[config.mk]
export PLATFORM = sky130hd
export DESIGN_NAME = mono_fold_linear_resampler
export DESIGN_NICKNAME = d
export VERILOG_FILES = /design/src/rtl/mfr_pkg.sv /design/src/rtl/mfr_step_div.sv /design/src/rtl/mono_fold_linear_resampler.sv
export SDC_FILE = /design/constraint.sdc
export NUM_CORES = 2
export LEC_CHECK = 0
export BUFFER_PORTS_ARGS = -buffer_cell sky130_fd_sc_hd__buf_4
export CAP_MARGIN = 20
export CORE_AREA = 2 2 333 170
export CTS_CLUSTER_SIZE = 16
export DETAILED_ROUTE_END_ITERATION = 12
export DIE_AREA = 0 0 335 172
export PLACE_DENSITY = 0.73
export SETUP_SLACK_MARGIN = 0.2
export SLEW_MARGIN = 10
export SYNTH_ARGS = -nofsm -noshare
export SYNTH_HDL_FRONTEND = slang
export SYNTH_SLANG_ARGS = --single-unit
export TNS_END_PERCENT = 20
[constraint.sdc]
create_clock -name clk -period 10.43 [get_ports clk]
set_input_delay 0 -clock clk [delete_from_list [all_inputs] [get_ports clk]]
set_output_delay 0 -clock clk [all_outputs]
set_load 0.01 [all_outputs]
[src/rtl/mfr_pkg.sv]
// Shared types and constants for the mono fold linear resampler.
package mfr_pkg;

    localparam int FRAC_BITS = 16;
    localparam int PHASE_W = 18;
    localparam int MAX_OUT = 7;
    localparam logic [PHASE_W-1:0] PHASE_ONE = 18'h10000;
    localparam logic [31:0] STEP_MIN = 32'd9363;
    localparam logic [31:0] STEP_MAX = 32'd196608;
    localparam logic [15:0] SRC_RATE_RESET = 16'd48000;

    typedef logic [PHASE_W-1:0] phase_t;

    typedef struct packed {
        logic   busy;
        phase_t step;
    } div_status_t;

    // Bound the raw quotient so a frame gives 0..7 results and the phase stays in 18 bits.
    function automatic phase_t clamp_step(input logic [31:0] q);
        phase_t r;
        if (q < STEP_MIN)
        begin
            r = PHASE_W'(STEP_MIN);
        end
        else if (q > STEP_MAX)
        begin
            r = PHASE_W'(STEP_MAX);
        end
        else
        begin
            r = q[PHASE_W-1:0];
        end
        return r;
    endfunction

endpackage

[src/rtl/mfr_step_div.sv]
// Reciprocal-multiply unit that derives the phase step from the source rate.
module mfr_step_div #(
    parameter int OUTPUT_RATE = 48000
) (
    input  logic                clk,
    input  logic                rst_n,
    input  logic                start,
    input  logic [15:0]         rate,
    output mfr_pkg::div_status_t status
);
    import mfr_pkg::*;

    // rate * 2^16 / OUTPUT_RATE, floored, equals (rate * RECIP) >> RECIP_SHIFT
    // for every 16-bit rate, since rate * OUTPUT_RATE stays below 2^RECIP_SHIFT.
    localparam int RECIP_SHIFT = 33;
    localparam logic [63:0] RECIP_WIDE =
        ((64'd1 << (FRAC_BITS + RECIP_SHIFT)) + 64'(OUTPUT_RATE) - 64'd1) / 64'(OUTPUT_RATE);
    localparam logic [52:0] RECIP = RECIP_WIDE[52:0];
    localparam logic [47:0] RESET_DVD = {16'd0, SRC_RATE_RESET, 16'd0};
    localparam logic [47:0] RESET_Q = RESET_DVD / OUTPUT_RATE;
    localparam phase_t RESET_STEP = clamp_step(RESET_Q[31:0]);

    typedef enum logic [2:0] {
        DS_IDLE  = 3'b001,
        DS_MUL   = 3'b010,
        DS_CLAMP = 3'b100
    } div_state_t;

    div_state_t    div_state_reg;
    logic [15:0]   rate_reg;
    logic [52:0]   prod_reg;
    phase_t        step_reg;

    logic [52:0]   prod_next;

    always_comb
    begin
        prod_next = {37'd0, rate_reg} * RECIP;
    end

    always_ff @(posedge clk or negedge rst_n)
    begin
        if (!rst_n)
        begin
            div_state_reg <= DS_IDLE;
            step_reg      <= RESET_STEP;
        end
        else if (start)
        begin
            div_state_reg <= DS_MUL;
        end
        else
        begin
            unique case (div_state_reg)
                DS_IDLE:
                begin
                    div_state_reg <= DS_IDLE;
                end
                DS_MUL:
                begin
                    div_state_reg <= DS_CLAMP;
                end
                DS_CLAMP:
                begin
                    step_reg      <= clamp_step({12'd0, prod_reg[52:RECIP_SHIFT]});
                    div_state_reg <= DS_IDLE;
                end
                default:
                begin
                    div_state_reg <= DS_IDLE;
                end
            endcase
        end
    end

    always_ff @(posedge clk)
    begin
        if (start)
        begin
            rate_reg <= rate;
        end
        if (div_state_reg == DS_MUL)
        begin
            prod_reg <= prod_next;
        end
    end

    assign status.busy = (div_state_reg != DS_IDLE);
    assign status.step = step_reg;

endmodule

[src/rtl/mono_fold_linear_resampler.sv]
// Top level: stereo-to-mono fold and linear-interpolation resampler.
// A frame is taken, checked the next cycle, then each result passes a multiply state and
// an emit state that waits for the output to be free; the result is registered on emit.
// The input stays not ready until a frame's last result is emitted, since the shared
// multiplier and its sequencer serve one frame at a time; a frame gives up to 7 results,
// and a priming or empty frame returns to idle after the check. A cfg_we write starts a
// reciprocal multiply for the phase step; the input is held not ready until it ends.
// Reset clears priming, phase and held sample, and loads the step for a 48000 Hz source.
module mono_fold_linear_resampler #(
    parameter int OUTPUT_RATE = 48000
) (
    input  logic               clk,
    input  logic               rst_n,
    input  logic               in_valid,
    output logic               in_ready,
    input  logic signed [15:0] left_sample,
    input  logic signed [15:0] right_sample,
    input  logic               stereo,
    input  logic               new_stream,
    output logic               out_valid,
    input  logic               out_ready,
    output logic signed [15:0] out_sample,
    output logic               run_last,
    input  logic               cfg_we,
    input  logic [15:0]        cfg_wdata
);
    import mfr_pkg::*;

    typedef enum logic [3:0] {
        ST_IDLE  = 4'b0001,
        ST_CHECK = 4'b0010,
        ST_MUL   = 4'b0100,
        ST_EMIT  = 4'b1000
    } state_t;

    state_t      state_reg;
    div_status_t div_status;

    // Frame context
    logic signed [15:0] mono_reg;
    logic               ns_reg;
    logic signed [15:0] held_reg;
    logic               primed_reg;
    phase_t             phase_reg;
    logic [2:0]         cnt_reg;

    // Shared multiplier result and the run-end flag it carries
    logic signed [33:0] prod_reg;
    logic               last_reg;

    // Output holding register
    logic               out_valid_reg;
    logic signed [15:0] out_sample_reg;
    logic               run_last_reg;

    logic signed [16:0] fold_sum;
    logic signed [15:0] fold_mono;
    logic signed [16:0] diff;
    logic signed [33:0] prod_next;
    phase_t             phase_next;
    logic               last_next;
    logic signed [17:0] interp_sum;
    logic               in_beat;
    logic               out_free;

    mfr_step_div #(
        .OUTPUT_RATE(OUTPUT_RATE)
    ) u_step_div (
        .clk    (clk),
        .rst_n  (rst_n),
        .start  (cfg_we),
        .rate   (cfg_wdata),
        .status (div_status)
    );

    assign in_ready = (state_reg == ST_IDLE) && !div_status.busy;
    assign in_beat  = in_valid && in_ready;
    assign out_free = !out_valid_reg || out_ready;

    always_comb
    begin
        // Fold to mono, truncating toward zero: bias negative sums up by one before halving
        fold_sum   = stereo ? (17'(left_sample) + 17'(right_sample))
                            : (17'(left_sample) + 17'(left_sample));
        fold_sum   = fold_sum + 17'(fold_sum[16]);
        fold_mono  = fold_sum[16:1];

        // held*(1-f) + mono*f == held*1.0 + (mono-held)*f
        diff       = 17'(mono_reg) - 17'(held_reg);
        prod_next  = 34'(diff) * $signed({18'd0, phase_reg[FRAC_BITS-1:0]});
        phase_next = phase_reg + div_status.step;
        last_next  = (phase_next >= PHASE_ONE) || (cnt_reg == 3'(MAX_OUT - 1));
        interp_sum = 18'(held_reg) + prod_reg[33:FRAC_BITS];
    end

    always_ff @(posedge clk or negedge rst_n)
    begin
        if (!rst_n)
        begin
            state_reg     <= ST_IDLE;
            primed_reg    <= 1'b0;
            phase_reg     <= '0;
            held_reg      <= '0;
            cnt_reg       <= '0;
            out_valid_reg <= 1'b0;
        end
        else
        begin
            // Drop the taken beat; in the emit state the arm below decides instead
            if (out_valid_reg && out_ready && (state_reg != ST_EMIT))
            begin
                out_valid_reg <= 1'b0;
            end

            unique case (state_reg)
                ST_IDLE:
                begin
                    if (in_beat)
                    begin
                        state_reg <= ST_CHECK;
                    end
                end
                ST_CHECK:
                begin
                    cnt_reg <= '0;
                    if (ns_reg || !primed_reg)
                    begin
                        // Prime: hold the sample, start one frame ahead and drop to zero
                        held_reg   <= mono_reg;
                        primed_reg <= 1'b1;
                        phase_reg  <= '0;
                        state_reg  <= ST_IDLE;
                    end
                    else if (phase_reg >= PHASE_ONE)
                    begin
                        phase_reg <= phase_reg - PHASE_ONE;
                        held_reg  <= mono_reg;
                        state_reg <= ST_IDLE;
                    end
                    else
                    begin
                        state_reg <= ST_MUL;
                    end
                end
                ST_MUL:
                begin
                    phase_reg <= phase_next;
                    state_reg <= ST_EMIT;
                end
                ST_EMIT:
                begin
                    if (out_free)
                    begin
                        out_valid_reg <= 1'b1;
                        if (last_reg)
                        begin
                            // Advance to the next source frame
                            phase_reg <= phase_reg - PHASE_ONE;
                            held_reg  <= mono_reg;
                            state_reg <= ST_IDLE;
                        end
                        else
                        begin
                            cnt_reg   <= cnt_reg + 3'd1;
                            state_reg <= ST_MUL;
                        end
                    end
                end
                default:
                begin
                    state_reg <= ST_IDLE;
                end
            endcase
        end
    end

    // Payload registers: no reset needed
    always_ff @(posedge clk)
    begin
        if (in_beat)
        begin
            mono_reg <= fold_mono;
            ns_reg   <= new_stream;
        end
        if (state_reg == ST_MUL)
        begin
            prod_reg <= prod_next;
            last_reg <= last_next;
        end
        if ((state_reg == ST_EMIT) && out_free)
        begin
            out_sample_reg <= interp_sum[15:0];
            run_last_reg   <= last_reg;
        end
    end

    assign out_valid  = out_valid_reg;
    assign out_sample = out_sample_reg;
    assign run_last   = run_last_reg;

endmodule
==> summary.txt <==
Outcome
  • Outcome: completed

GRT
  • GR Util met3: 0.123
  • GR peak layer: met1
  • Global route overflow: 0
  • GRT Util Overall: 0.291
  • Met2 usage: 0.378
  • Vias in the first global route: 21200
  • M1 GR Usage: 0.453
  • Largest net degree at the start of global routing: 64
  • Initial antenna violation count: 8
  • First-pass GRT wire length: 125000 um

Floorplanning
  • Core area: 54800 um^2
  • IO Count: 74
  • Die width: 335 um
  • Starting density of the core: 0.496
  • Row cnt: 61
  • Die ar.: 57600 um^2
  • Die height: 172 um

Place
  • Pre-CTS setup slack: 1.48 ns
  • Dpl hpwl: 66800 um
  • Port Buf Inserts: 73
  • Gpl congestion: 1.07

Clocking
  • Clock-pin slew on the worst setup and hold paths: 0.08 ns
  • CTS Buffer Depth: 2
  • CTS HTree Levels: 4
  • Buffer count from post-CTS setup fixing: 0
  • Root buffer cell: clkbuf_16
  • Clk_lat worst skew: 0.47 ns
  • Clk sinks: 147
  • CTS tree: built
  • CTS resizes: 0
  • CTS buffer count: 17
  • # hold bufs at CTS: 21

Timing
  • Crit share post-route: 0.875
  • Max Clock Skew: 0.0166 ns
  • Relative slew slack: 0.249
  • Final setup fails: 0
  • F_max: 110 MHz
  • Hold WS: 0.189 ns
  • RSZ-0062 raised after global routing: false
  • Final Hold Vio Count: 0
  • Fin. max-slew vios: 0
  • Fin crit period: 9.13 ns
  • Worst Slack Setup Final: 1.30 ns
  • Worst Tran Pin Value: 1.13 ns
  • Final TNS setup: 0 ns

Synthesis
  • Avg Cell Area, Syn: 9.59 um^2
  • Syn Inst Count: 2836
  • Top_reg_cell synth: edfxtp_1
  • Synth cell types: 88
  • Seq/Total Area, Yosys: 0.151
  • Synth Net Count: 3672
  • Number of synthesized flops with an enable pin: 84
  • Async SR Flop Fraction: 0.429
  • Yosys reg bits: 147
  • Synth Cell Area: 27200 um^2
  • Synth warn: 0

Worst setup path
  • CP Data Required Time: 10.74 ns
  • Max stage delay cell, worst path: fa_1
  • Crit path DAT: 9.44 ns
  • Setup CP Type: flop to flop
  • Setup crit end kind: flop
  • CP max FO: 17
  • Worst Setup Start Kind: flop
  • Most used cell along the critical path: fa_1
  • CP max stage delay: 0.81 ns

Layout
  • Layout fillers: 4834
  • Max reg flops: 18
  • Layout Utilization: 0.537
  • Layout cells sized above 1: 0.0742
  • Layout net count: 3733
  • Area Growth Syn to Fin: 8.19%

Pwr
  • Leak Pwr: 15.1 nW
  • Maximum vdd drop: 0.295 mV
  • Switching pwr: 4.78 mW
  • Internal power: 3.97 mW
  • Logic pwr share: 0.813
  • Power Total: 8.75 mW
  • Sequential Power Share: 0.113
  • Sw Ratio: 0.546
  • Clock share of power: 0.074
  • PD cells: 297 nW/um^2

Job
  • Max-cap violations: 0

Detailed routing
  • # DRC: 0
  • Avg Vias per Cell: 5.60
  • Final ANT Viol Nets: 0
  • 1st-iter DRT viols: 2144
  • DR WL/cell: 21.8 um
  • Pre-Repair DR Iteration Count: 5
  • WL final: 79100 um
  • Via Count: 20300

Worst hold path
  • Hold crit path type: input port to async pin
cell usage after synthesis (11+ instances only):
cell	count	area (um^2)
xnor2_1	80	701
nor2_1	100	375
a22o_1	16	140
and3_1	12	75.1
or3_1	12	75.1
a21o_1	22	165
nand3_1	52	260
and2_1	115	719
edfxtp_1	84	2520
a21oi_1	58	290
o21a_1	11	82.6
a31oi_1	15	93.8
nand3b_1	20	150
o21ai_0	72	360
nor3_1	37	185
nor2b_1	31	194
dfrtp_1	60	1500
nand2_1	221	830
nor3b_1	12	90.1
inv_1	672	2520
xor2_1	39	342
nand2b_1	23	144
nand4_1	13	81.3
fa_1	446	8930
ha_1	335	4190
clkbuf_1	70	263
mux2_2	18	203
power groups by stage:
stage | registers, mW | logic (mW) | clock network, mW
final | 0.991 | 7.11 | 0.650
after global routing | 1.00 | 7.81 | 0.681
after CTS | 0.989 | 6.85 | 0.658
after detailed placement | 0.999 | 6.76 | 0
after global placement | 0.994 | 6.52 | 0
after floorplan | 0.959 | 4.65 | 0
metal layers:
layer	wire [um]	vias up
met1	37900	10200
met2	28900	1006
met3	11700	56
li1	-	9101
met4	510	6
met5	32	-
cell usage in the layout (no fill, tap or decap), types with 39 or more instances in the layout:
cell type  instances
fa_1             446
xor2_1            39
buf_4            102
nand2_1          221
nand3_1           52
o21ai_0           72
edfxtp_1          84
xnor2_1           74
dfrtp_1           60
a21oi_1           58
and2_1           115
inv_1            672
nor2_1            98
ha_1             335
final timing paths:
kind	from	to	slack (ns)	cells past startpoint
setup / recovery	held_reg[0]	prod_reg[30]	1.30	29
hold / removal	rst_n	out_valid	0.19	2
setup reg to reg	held_reg[0]	prod_reg[30]	1.30	29
hold reg to reg	u_step_div.prod_reg[49]	u_step_div.step_reg[16]	0.47	2
max in group asynchronous	rst_n	held_reg[7]	9.61	2
min in group clk	left_sample[10]	mono_reg[9]	0.25	4
stage by stage:
step	cells	cell area (um^2)
after detailed placement	3578	28600
after CTS	3631	29400
after global placement	3578	28600
final	3635	29400
after global routing	3634	29400
after floorplan	2836	27200
kinds of logic after synthesis:
logic type / Yosys count / synth area share
adders and majority gates: 781 / 0.482
AOI/OAI and AO/OA: 320 / 0.0839
DFF: 147 / 0.151
muxes: 21 / 0.00855
and+or+nand+nor: 693 / 0.131
xor gates and xnor gates: 119 / 0.0383
buffers and inverters: 755 / 0.105
area by class of cell:
| class | count | area, um^2 | share of cell area |
|---|---|---|---|
| inverter | 672 | 2520 | 0.0857 |
| clock inverter | 14 | 164 | 0.00557 |
| clock buffer | 18 | 429 | 0.0146 |
| timing repair buffer | 125 | 1000 | 0.0340 |
| tap | 724 | 906 | 0.0308 |
| antenna | 1 | 2.50 | 0.0000850 |
| multi-input combinational | 1934 | 20300 | 0.690 |
| sequential | 147 | 4100 | 0.139 |
worst max-delay path, delay by kind of cell, from the launching register on:
family,cells,cell delay (ns)
AND/OR/NAND/NOR,7,1.48
adder cells (fa/ha/maj),8,3.94
buffers and inverters,4,0.39
XOR/XNOR,2,0.69
flip-flops,1,0.40
AO/OA/AOI/OAI,8,2.05
No activity file was read; power rests on OpenSTA's default activity.
